--- src/sv/rplg_pkg.sv ---
// ============================================================================
// rplg_pkg: shared types and constants of the RLE palette loader
// Palette geometry, header length, decoder codes and store write port.
// ============================================================================
package rplg_pkg;

   localparam int PALETTE_ENTRIES = 256;
   localparam int HEADER_BYTES    = 18;

   localparam int ROW_W      = $clog2(PALETTE_ENTRIES);
   localparam int ROW_CNT_W  = ROW_W + 1;
   localparam int COMP_W     = 6;
   localparam int ROW_DATA_W = 3 * COMP_W;
   localparam int HDR_W      = 5;

   localparam logic [7:0] ESCAPE_CODE = 8'hFF;

   localparam logic CMD_LOAD = 1'b0;
   localparam logic CMD_READ = 1'b1;

   typedef enum logic [1:0] {
      PH_LITERAL,
      PH_VALUE,
      PH_COUNT
   } phase_type;

   typedef enum logic [2:0] {
      ST_IDLE,
      ST_LOAD,
      ST_RUN,
      ST_PAD,
      ST_READ,
      ST_CORR
   } state_type;

   typedef struct packed {
      logic                  en;
      logic [ROW_W-1:0]      row;
      logic [ROW_DATA_W-1:0] data;
   } wr_type;

endpackage

--- src/sv/rplg_store.sv ---
// ============================================================================
// rplg_store: palette row memory
// One RGB triplet per row, per-row valid bits cleared by reset, registered
// read that returns zero for a row never written since reset.
// ============================================================================
module rplg_store (
   input  logic                                   clock,
   input  logic                                   reset,
   input  rplg_pkg::wr_type                       wr,
   input  logic [rplg_pkg::ROW_W-1:0]             rd_addr,
   output logic [rplg_pkg::ROW_DATA_W-1:0]        rd_data
);

   logic [rplg_pkg::ROW_DATA_W-1:0] mem [rplg_pkg::PALETTE_ENTRIES];
   logic [rplg_pkg::PALETTE_ENTRIES-1:0] valid_ff;
   logic [rplg_pkg::ROW_DATA_W-1:0] rd_data_ff;
   logic rd_valid_ff;

   always_ff @(posedge clock) begin
      if (wr.en) begin
         mem[wr.row] <= wr.data;
      end
      rd_data_ff <= mem[rd_addr];
   end

   always_ff @(posedge clock) begin
      if (reset) begin
         valid_ff    <= '0;
         rd_valid_ff <= 1'b0;
      end else begin
         if (wr.en) begin
            valid_ff[wr.row] <= 1'b1;
         end
         rd_valid_ff <= valid_ff[rd_addr];
      end
   end

   assign rd_data = rd_valid_ff ? rd_data_ff : '0;

endmodule

--- src/sv/rplg_gamma.sv ---
// ============================================================================
// rplg_gamma: gamma correction of one 6-bit component
// min(63, (g*(64-c)+32)>>6) for nonzero g and c, then 6-to-8 bit expansion.
// ============================================================================
module rplg_gamma (
   input  logic [7:0]                   gamma_level,
   input  logic [rplg_pkg::COMP_W-1:0]  comp,
   output logic [7:0]                   comp_out
);

   logic [6:0]  inv_comp;
   logic [14:0] product;
   logic [15:0] rounded;
   logic [9:0]  scaled;
   logic [5:0]  corrected;

   always_comb begin
      inv_comp  = 7'd64 - {1'b0, comp};
      product   = 15'(gamma_level * inv_comp);
      rounded   = {1'b0, product} + 16'd32;
      scaled    = rounded[15:6];
      if (gamma_level == 8'd0 || comp == 6'd0) begin
         corrected = comp;
      end else if (scaled > 10'd63) begin
         corrected = 6'd63;
      end else begin
         corrected = scaled[5:0];
      end
      comp_out = {corrected, corrected[5:4]};
   end

endmodule

--- src/sv/rle_palette_loader_gamma.sv ---
// ============================================================================
// rle_palette_loader_gamma: RLE palette loader with gamma-corrected readout
// Skips the stream header, expands escape runs into RGB triplets, pads short
// streams with zeros and reads entries back through a gamma curve.
//
//   channel  | ports                                   | handshake
//   ---------+-----------------------------------------+-------------------
//   request  | req_command .. req_entry_index          | start & !busy
//   response | rsp_red_out, rsp_green_out, rsp_blue_out| rsp_strobe, 1 cycle
//   csr      | csr_gamma_level                         | csr_valid & ready
//
// A plain or header byte passes through ST_LOAD alone; a run then stays in ST_RUN,
// placing each component through the single sequencer datapath, one store write per triplet.
// Stream end pads the remaining triplets at one component per cycle.
// A read goes through ST_READ (memory read), then ST_CORR: one shared gamma unit for R, G, B in turn.
// Reset clears the row valid bits at once; no clearing pass is needed.
// The receiver cannot stall: rsp_strobe marks the single result cycle.
// ============================================================================
module rle_palette_loader_gamma (
   input  logic       clock,
   input  logic       reset,
   input  logic       start,
   output logic       busy,
   input  logic       req_command,
   input  logic [7:0] req_data_byte,
   input  logic       req_last_byte,
   input  logic       req_skip_black,
   input  logic [7:0] req_entry_index,
   output logic       rsp_strobe,
   output logic [7:0] rsp_red_out,
   output logic [7:0] rsp_green_out,
   output logic [7:0] rsp_blue_out,
   input  logic       csr_valid,
   output logic       csr_ready,
   input  logic [7:0] csr_gamma_level
);

   localparam logic [rplg_pkg::ROW_CNT_W-1:0] ENTRIES_CNT =
      rplg_pkg::ROW_CNT_W'(rplg_pkg::PALETTE_ENTRIES);
   localparam logic [rplg_pkg::HDR_W:0] HDR_LEN =
      (rplg_pkg::HDR_W + 1)'(rplg_pkg::HEADER_BYTES);

   rplg_pkg::state_type state_ff, state_in;
   rplg_pkg::phase_type phase_ff, phase_in;

   logic [7:0] byte_ff, byte_in;
   logic       last_ff, last_in;
   logic       skip_ff, skip_in;
   logic [7:0] index_ff, index_in;

   logic [rplg_pkg::HDR_W-1:0]     hdr_cnt_ff, hdr_cnt_in;
   logic [7:0]                     run_value_ff, run_value_in;
   logic [7:0]                     run_left_ff, run_left_in;
   logic [7:0]                     held0_ff, held0_in;
   logic [7:0]                     held1_ff, held1_in;
   logic [1:0]                     comp_pos_ff, comp_pos_in;
   logic [rplg_pkg::ROW_CNT_W-1:0] row_ff, row_in;
   logic [1:0]                     sel_ff, sel_in;
   logic [7:0]                     red_ff, red_in;
   logic [7:0]                     green_ff, green_in;
   logic [7:0]                     blue_ff, blue_in;
   logic                           strobe_ff, strobe_in;
   logic [7:0]                     gamma_ff, gamma_in;

   logic                           accept;
   logic                           hdr_active;
   logic [rplg_pkg::HDR_W:0]       hdr_next;
   logic                           hdr_done;
   logic                           full;
   logic                           in_range;
   logic                           place_en;
   logic [7:0]                     place_val;
   logic                           restart;
   rplg_pkg::wr_type               wr;
   logic [rplg_pkg::ROW_DATA_W-1:0] rd_data;
   logic [rplg_pkg::COMP_W-1:0]    corr_comp;
   logic [7:0]                     corr_out;

   rplg_store u_store (
      .clock   (clock),
      .reset   (reset),
      .wr      (wr),
      .rd_addr (index_ff[rplg_pkg::ROW_W-1:0]),
      .rd_data (rd_data)
   );

   rplg_gamma u_gamma (
      .gamma_level (gamma_ff),
      .comp        (corr_comp),
      .comp_out    (corr_out)
   );

   assign accept     = start && !busy;
   assign busy       = (state_ff != rplg_pkg::ST_IDLE);
   assign csr_ready  = 1'b1;
   assign hdr_active = ({1'b0, hdr_cnt_ff} < HDR_LEN);
   assign hdr_next   = {1'b0, hdr_cnt_ff} + 1'b1;
   assign hdr_done   = (hdr_next >= HDR_LEN);
   assign full       = (row_ff >= ENTRIES_CNT);
   assign in_range   = ({1'b0, index_ff} < 9'(rplg_pkg::PALETTE_ENTRIES));

   assign rsp_strobe    = strobe_ff;
   assign rsp_red_out   = red_ff;
   assign rsp_green_out = green_ff;
   assign rsp_blue_out  = blue_ff;

   always_comb begin
      unique case (sel_ff)
         2'd0:    corr_comp = in_range ? rd_data[17:12] : '0;
         2'd1:    corr_comp = in_range ? rd_data[11:6] : '0;
         2'd2:    corr_comp = in_range ? rd_data[5:0] : '0;
         default: corr_comp = '0;
      endcase
   end

   // next state
   always_comb begin
      state_in = state_ff;
      unique case (state_ff)
         rplg_pkg::ST_IDLE: begin
            if (accept) begin
               state_in = (req_command == rplg_pkg::CMD_READ) ?
                          rplg_pkg::ST_READ : rplg_pkg::ST_LOAD;
            end
         end
         rplg_pkg::ST_LOAD: begin
            if (hdr_active) begin
               state_in = (last_ff && hdr_done) ? rplg_pkg::ST_PAD : rplg_pkg::ST_IDLE;
            end else if (!full && phase_ff == rplg_pkg::PH_COUNT) begin
               state_in = rplg_pkg::ST_RUN;
            end else begin
               state_in = last_ff ? rplg_pkg::ST_PAD : rplg_pkg::ST_IDLE;
            end
         end
         rplg_pkg::ST_RUN: begin
            if (run_left_ff == 8'd0 || full) begin
               state_in = last_ff ? rplg_pkg::ST_PAD : rplg_pkg::ST_IDLE;
            end
         end
         rplg_pkg::ST_PAD: begin
            if (full) begin
               state_in = rplg_pkg::ST_IDLE;
            end
         end
         rplg_pkg::ST_READ: state_in = rplg_pkg::ST_CORR;
         rplg_pkg::ST_CORR: begin
            if (sel_ff == 2'd2) begin
               state_in = rplg_pkg::ST_IDLE;
            end
         end
         default: state_in = rplg_pkg::ST_IDLE;
      endcase
   end

   // datapath and store control
   always_comb begin
      byte_in      = byte_ff;
      last_in      = last_ff;
      skip_in      = skip_ff;
      index_in     = index_ff;
      hdr_cnt_in   = hdr_cnt_ff;
      phase_in     = phase_ff;
      run_value_in = run_value_ff;
      run_left_in  = run_left_ff;
      held0_in     = held0_ff;
      held1_in     = held1_ff;
      comp_pos_in  = comp_pos_ff;
      row_in       = row_ff;
      sel_in       = sel_ff;
      red_in       = red_ff;
      green_in     = green_ff;
      blue_in      = blue_ff;
      strobe_in    = 1'b0;
      gamma_in     = (csr_valid && csr_ready) ? csr_gamma_level : gamma_ff;
      place_en     = 1'b0;
      place_val    = 8'd0;
      restart      = 1'b0;
      wr.en        = 1'b0;
      wr.row       = row_ff[rplg_pkg::ROW_W-1:0];
      wr.data      = '0;

      unique case (state_ff)
         rplg_pkg::ST_IDLE: begin
            if (accept) begin
               byte_in  = req_data_byte;
               last_in  = req_last_byte;
               skip_in  = req_skip_black;
               index_in = req_entry_index;
            end
         end
         rplg_pkg::ST_LOAD: begin
            if (hdr_active) begin
               hdr_cnt_in = hdr_next[rplg_pkg::HDR_W-1:0];
               restart    = last_ff && !hdr_done;
            end else if (!full) begin
               unique case (phase_ff)
                  rplg_pkg::PH_VALUE: begin
                     run_value_in = byte_ff;
                     phase_in     = rplg_pkg::PH_COUNT;
                  end
                  rplg_pkg::PH_COUNT: begin
                     run_left_in = byte_ff;
                     phase_in    = rplg_pkg::PH_LITERAL;
                  end
                  rplg_pkg::PH_LITERAL: begin
                     if (byte_ff == rplg_pkg::ESCAPE_CODE) begin
                        phase_in = rplg_pkg::PH_VALUE;
                     end else begin
                        place_en  = 1'b1;
                        place_val = byte_ff;
                     end
                  end
                  default: phase_in = rplg_pkg::PH_LITERAL;
               endcase
            end
         end
         rplg_pkg::ST_RUN: begin
            if (run_left_ff != 8'd0 && !full) begin
               place_en    = 1'b1;
               place_val   = run_value_ff;
               run_left_in = run_left_ff - 8'd1;
            end
         end
         rplg_pkg::ST_PAD: begin
            if (full) begin
               restart = 1'b1;
            end else begin
               place_en = 1'b1;
            end
         end
         rplg_pkg::ST_READ: sel_in = 2'd0;
         rplg_pkg::ST_CORR: begin
            unique case (sel_ff)
               2'd0:    red_in   = corr_out;
               2'd1:    green_in = corr_out;
               default: blue_in  = corr_out;
            endcase
            sel_in    = sel_ff + 2'd1;
            strobe_in = (sel_ff == 2'd2);
         end
         default: ;
      endcase

      // place one component; the third completes a triplet
      if (place_en) begin
         priority case (comp_pos_ff)
            2'd0: begin
               held0_in    = place_val;
               comp_pos_in = 2'd1;
            end
            2'd1: begin
               held1_in    = place_val;
               comp_pos_in = 2'd2;
            end
            default: begin
               wr.en       = !(skip_ff && held0_ff == 8'd0 && held1_ff == 8'd0
                               && place_val == 8'd0);
               wr.data     = {held0_ff[5:0], held1_ff[5:0], place_val[5:0]};
               comp_pos_in = 2'd0;
               row_in      = row_ff + 1'b1;
            end
         endcase
      end

      if (restart) begin
         hdr_cnt_in   = '0;
         phase_in     = rplg_pkg::PH_LITERAL;
         run_value_in = 8'd0;
         held0_in     = 8'd0;
         held1_in     = 8'd0;
         comp_pos_in  = 2'd0;
         row_in       = '0;
      end
   end

   always_ff @(posedge clock) begin
      if (reset) begin
         state_ff     <= rplg_pkg::ST_IDLE;
         phase_ff     <= rplg_pkg::PH_LITERAL;
         hdr_cnt_ff   <= '0;
         run_value_ff <= 8'd0;
         run_left_ff  <= 8'd0;
         held0_ff     <= 8'd0;
         held1_ff     <= 8'd0;
         comp_pos_ff  <= 2'd0;
         row_ff       <= '0;
         sel_ff       <= 2'd0;
         strobe_ff    <= 1'b0;
         gamma_ff     <= 8'd0;
      end else begin
         state_ff     <= state_in;
         phase_ff     <= phase_in;
         hdr_cnt_ff   <= hdr_cnt_in;
         run_value_ff <= run_value_in;
         run_left_ff  <= run_left_in;
         held0_ff     <= held0_in;
         held1_ff     <= held1_in;
         comp_pos_ff  <= comp_pos_in;
         row_ff       <= row_in;
         sel_ff       <= sel_in;
         strobe_ff    <= strobe_in;
         gamma_ff     <= gamma_in;
      end
   end

   always_ff @(posedge clock) begin
      byte_ff  <= byte_in;
      last_ff  <= last_in;
      skip_ff  <= skip_in;
      index_ff <= index_in;
      red_ff   <= red_in;
      green_ff <= green_in;
      blue_ff  <= blue_in;
   end

endmodule
--- config.mk ---
export PLATFORM = sky130hd
export DESIGN_NAME = rle_palette_loader_gamma
export DESIGN_NICKNAME = d
export VERILOG_FILES = /design/src/sv/rplg_pkg.sv /design/src/sv/rplg_store.sv /design/src/sv/rplg_gamma.sv /design/src/sv/rle_palette_loader_gamma.sv
export SDC_FILE = /design/constraint.sdc
export NUM_CORES = 2
export LEC_CHECK = 0
export ABC_CLOCK_PERIOD_IN_PS = 9600
export BUFFER_PORTS_ARGS = -buffer_cell sky130_fd_sc_hd__buf_2
export CAP_MARGIN = 20
export CORE_MARGIN = 5
export CORE_UTILIZATION = 57
export CTS_CLUSTER_SIZE = 30
export DETAILED_ROUTE_END_ITERATION = 12
export PLACE_DENSITY = 0.75
export SLEW_MARGIN = 20
export SYNTH_ARGS = -nofsm -noshare
export SYNTH_HDL_FRONTEND = slang
export SYNTH_MEMORY_MAX_BITS = 65536
export SYNTH_SLANG_ARGS = --single-unit
--- constraint.sdc ---
create_clock -name clock -period 9.6 [get_ports clock]
set_clock_uncertainty 0.15 [all_clocks]
set_input_delay 0.48 -clock clock [delete_from_list [all_inputs] [get_ports clock]]
set_output_delay 0.48 -clock clock [all_outputs]
set_load 0.02 [all_outputs]
==> reports/metrics.csv <==
stage;metric;value;unit
critical_path;Worst Setup Start Kind;register;
clocking;CTS Buf Count;470;
synthesis;Commonest cells post-synth;edfxtp_1 (4644), mux4_2 (1321), mux2i_1 (362), dfxtp_1 (339), o21a_1 (260);
synthesis;Post-Syn Nets;8995;
synthesis;top-count cell post-synth;edfxtp_1;
die;initial core utilization;57.2;%
power;PD cells;200;nW/um^2
placement;Post-DP Area;204000;sq um
synthesis;Synth Cell Area;194000;sq um
power;Logic pwr share;4.3;%
power;Switching Fraction;21.2;%
layout;Layout area overhead;13.4;%
drt;DRT Pass-1 Iters;8;
layout;share of post-route cells with drive strength above 1;29.5;%
synthesis;Synth warnings;0;
synthesis;post-synth top area share;71.8;%
sta;Fmax;0.123;GHz
critical_path;WP data arrival;8.70;ns
critical_path;worst stage delay on the critical path;0.75;ns
die;Die Ht;594;microns
sta;fin crit period;8.11;ns
sta;setup TNS;0;ns
clocking;TritonCTS clock tree;done;
synthesis;Post-Synth Simple-Gate Area;3.01;%
synthesis;Unique masters post-synth;75;
min_path;Hold Path Class;in -> reg;
synthesis;number of flops mapped to enable cells by yosys;4644;
status;status;finished, violations left;
global_routing;Tot GR Track Use;29.2;%
sta;Tcrit/Tclk final;84.5;%
critical_path;Worst path most repeated cell;inv_1;
synthesis;leading area contributor after synthesis;edfxtp_1;
critical_path;crit path max fanout;9;
sta;Fin. Hold Viols;0;
min_path;Hold EP;index_ff[6];
critical_path;slowest cell on the critical path;xnor2_1;
die;num ports;58;
clocking;worst-case clock buffer depth;4;
synthesis;mux share of post-synthesis cell area;17.2;%
critical_path;reg2reg end;rsp_blue_out[3];
synthesis;fraction of synthesized cell area in xor and xnor cells;0.0901;%
layout;Post-layout nets;9482;
clocking;H-tree depth;5;
synthesis;predominant post-synthesis flop cell;edfxtp_1;
drt;final wirelength;521000;microns
synthesis;synth top area cells;edfxtp_1 (72%), mux4_2 (15%), dfxtp_1 (3.5%), mux2i_1 (1.9%), nor4_2 (1.3%);
critical_path;critical path class;reg -> reg;
global_routing;first-pass GRT wire length;738000;microns
global_routing;largest net degree at the start of global routing;217;
die;Chip Width;594;microns
power;P_int;0.0347;W
power;sequential share of power;53.3;%
clocking;CTS sink cnt;4983;
synthesis;#FFs+latches synth;4983;
placement;hpwl dp;297000;microns
layout;cell area after layout;220000;sq um
sta;Setup violations, final;0;
power;peak supply drop;0.000175;V
layout;area of the multi-input gates;47700;sq um
critical_path;worst reg2reg path depth;25;
die;Die ar.;353000;sq um
synthesis;post-synthesis adder-cell area fraction;0.625;%
min_path;worst hold path startpoint;req_entry_index[6];
sta;worst-margin pin slew;1.37;ns
die;Core Footprint;340000;sq um
clocking;Root Buffer;clkbuf_16;
layout;fillcell total;21000;
placement;gp weighted congestion;0.950;
synthesis;post-synthesis compound-gate area fraction;2.44;%
synthesis;asr flop ratio synth;0;%
global_routing;vias in the first global route;97800;
critical_path;element type at the critical path end;register;
layout;register area;146000;sq um
drt;DRT iter0 DRCs;15500;
sta;Slew HR;8.00;%
power;Clock Power Share;42.4;%
global_routing;total gr overflow;0;
drt;WL/cell;36.3;microns
global_routing;antenna violations before repair;37;
synthesis;fraction of the yosys area taken by sequential cells;75.3;%
drt;vias per cell;6.90;
die;Core Rows;214;
min_path;hold depth;2;
drt;DRC violations left;0;
sta;RSZ-0062 raised after global routing;no;
power;leakage;65.4;nW
clocking;Skew-Pair Late Insertion Delay;1.02;ns
synthesis;Cells after Synth;8885;
drt;vias after detailed routing;98900;
critical_path;reg2reg start;sel_ff[0];
clocking;clock-pin slew on the worst setup and hold paths;0.06;ns
status;failing checks;antenna rules;
power;Sw Pwr;0.00933;W
placement;Buffers on Ports;56;
critical_path;Worst R2R Setup Slack;1.49;ns
critical_path;Req. time, crit path;10.18;ns
synthesis;largest family of logic cells by synthesized area;multiplexers;
drt;Final ANT Viol Nets;1;
synthesis;Syn Area/Cell;21.9;sq um
sta;Max Slew Vio Count;0;
flow_run;Max Cap Viol;0;
critical_path;CP startpoint;sel_ff[0];
power by group through the flow:
stage               sequential, W  clock [W]  combinational (W)
finish                     0.0234     0.0187            0.00188
global route               0.0234     0.0198            0.00199
CTS                        0.0234     0.0188            0.00187
detailed placement         0.0239          0            0.00184
global placement           0.0239          0            0.00184
floorplan                  0.0239          0            0.00126
critical path, delay by kind of cell, from the launching register on:
family | cells | cell delay, ns
adders and majority gates | 7 | 2.77
and+or+nand+nor | 7 | 2.21
AOI/OAI and AO/OA | 5 | 1.21
xor gates and xnor gates | 1 | 0.75
buffers and inverters | 5 | 0.39
DFF | 1 | 0.34
layout by cell type (no fill, tap or decap), types with 26 or more instances in the layout:
cell and n:
a211oi_1 27, buf_12 37, nor3_1 28, mux4_2 1321, ha_1 49, clkinv_1 76, mux2i_1 359, nor4_2 31
inv_1 56, clkinv_2 96, nand2_1 167, a21oi_1 50, o21ai_0 26, dlygate4sd3_1 53, nor4_4 203, and2_1 54
nor4_1 27, nor2_1 108, nor2_2 30, a22oi_1 121, bufinv_16 38, clkbuf_16 481, clkbuf_1 101, fa_1 30
o21a_1 260, edfxtp_1 4644, buf_2 57, nand4_1 39, dfxtp_1 339, o22ai_1 53, buf_4 395, nand3_1 45
clkbuf_8 43
flip-flops by register name, summed over array words and instances (netlist names), 2 cells and up:
register / count
gamma_ff: 8
byte_ff: 8
index_ff: 8
rsp_green_out: 6
comp_pos_ff: 2
hdr_cnt_ff: 5
state_ff: 3
held1_ff: 8
run_value_ff: 8
u_store.mem: 4608
run_left_ff: 8
row_ff: 9
phase_ff: 2
sel_ff: 2
held0_ff: 8
u_store.rd_data_ff: 18
u_store.valid_ff: 256
rsp_red_out: 6
rsp_blue_out: 6
per-stage QoR:
stage	utilization, %	cells	hold WS (ns)	setup slack (ns)	total power (W)
after floorplan	-	8885	0.285	0.127	0.0252
after global placement	60.0	13400	0.291	1.52	0.0258
after detailed placement	60.0	13400	0.298	1.56	0.0258
after CTS	64.7	14300	0.00326	1.52	0.0441
after global routing	64.8	14300	0.0441	0.948	0.0452
final	64.8	14300	0.0536	1.49	0.0440
worst max path at each step:
| stage | slack (ns) | end | cells past startpoint |
|---|---|---|---|
| floorplan | 0.13 | u_store.mem[0][0] | 7 |
| global placement | 1.52 | rsp_green_out[3] | 25 |
| global route | 0.95 | rsp_blue_out[3] | 25 |
| detailed placement | 1.56 | rsp_blue_out[6] | 25 |
| finish | 1.49 | rsp_blue_out[3] | 25 |
| CTS | 1.52 | rsp_blue_out[6] | 25 |
timing repair:
item                      CTS  global route
hold buffers               53             0
resized for setup           0             0
hold endpoints to repair   57             0
buffers inserted            0             0
cells by family (layout without fill, tap and decap cells):
| family | Yosys count | after routing |
|---|---|---|
| AO/OA/AOI/OAI | 653 | 653 |
| XOR/XNOR | 20 | 20 |
| adder cells (fa/ha/maj) | 79 | 79 |
| buffers and inverters | 598 | 1500 |
| flip-flops | 4983 | 4983 |
| multiplexers | 1689 | 1689 |
| other | 1 | 15 |
| AND/OR/NAND/NOR | 862 | 862 |
layout make-up:
cell class / count / area share [%]
Antenna cell: 14 / 0.0159
Clock buffer: 625 / 5.91
Clock inverter: 262 / 1.18
Inverter: 61 / 0.111
Multi-Input combinational cell: 3304 / 21.7
Sequential cell: 4983 / 66.4
Tap cell: 4536 / 2.58
Timing Repair Buffer: 552 / 2.15
metal layers:
metal	routed length, microns	vias up	global-route usage, %
li1	-	38600	-
met1	185000	52000	40.6
met2	240000	7118	43.9
met3	67800	1177	8.50
met4	27700	18	12.7
met5	116	-	0.0135
Note: power is estimated with default switching activity, not from simulation.
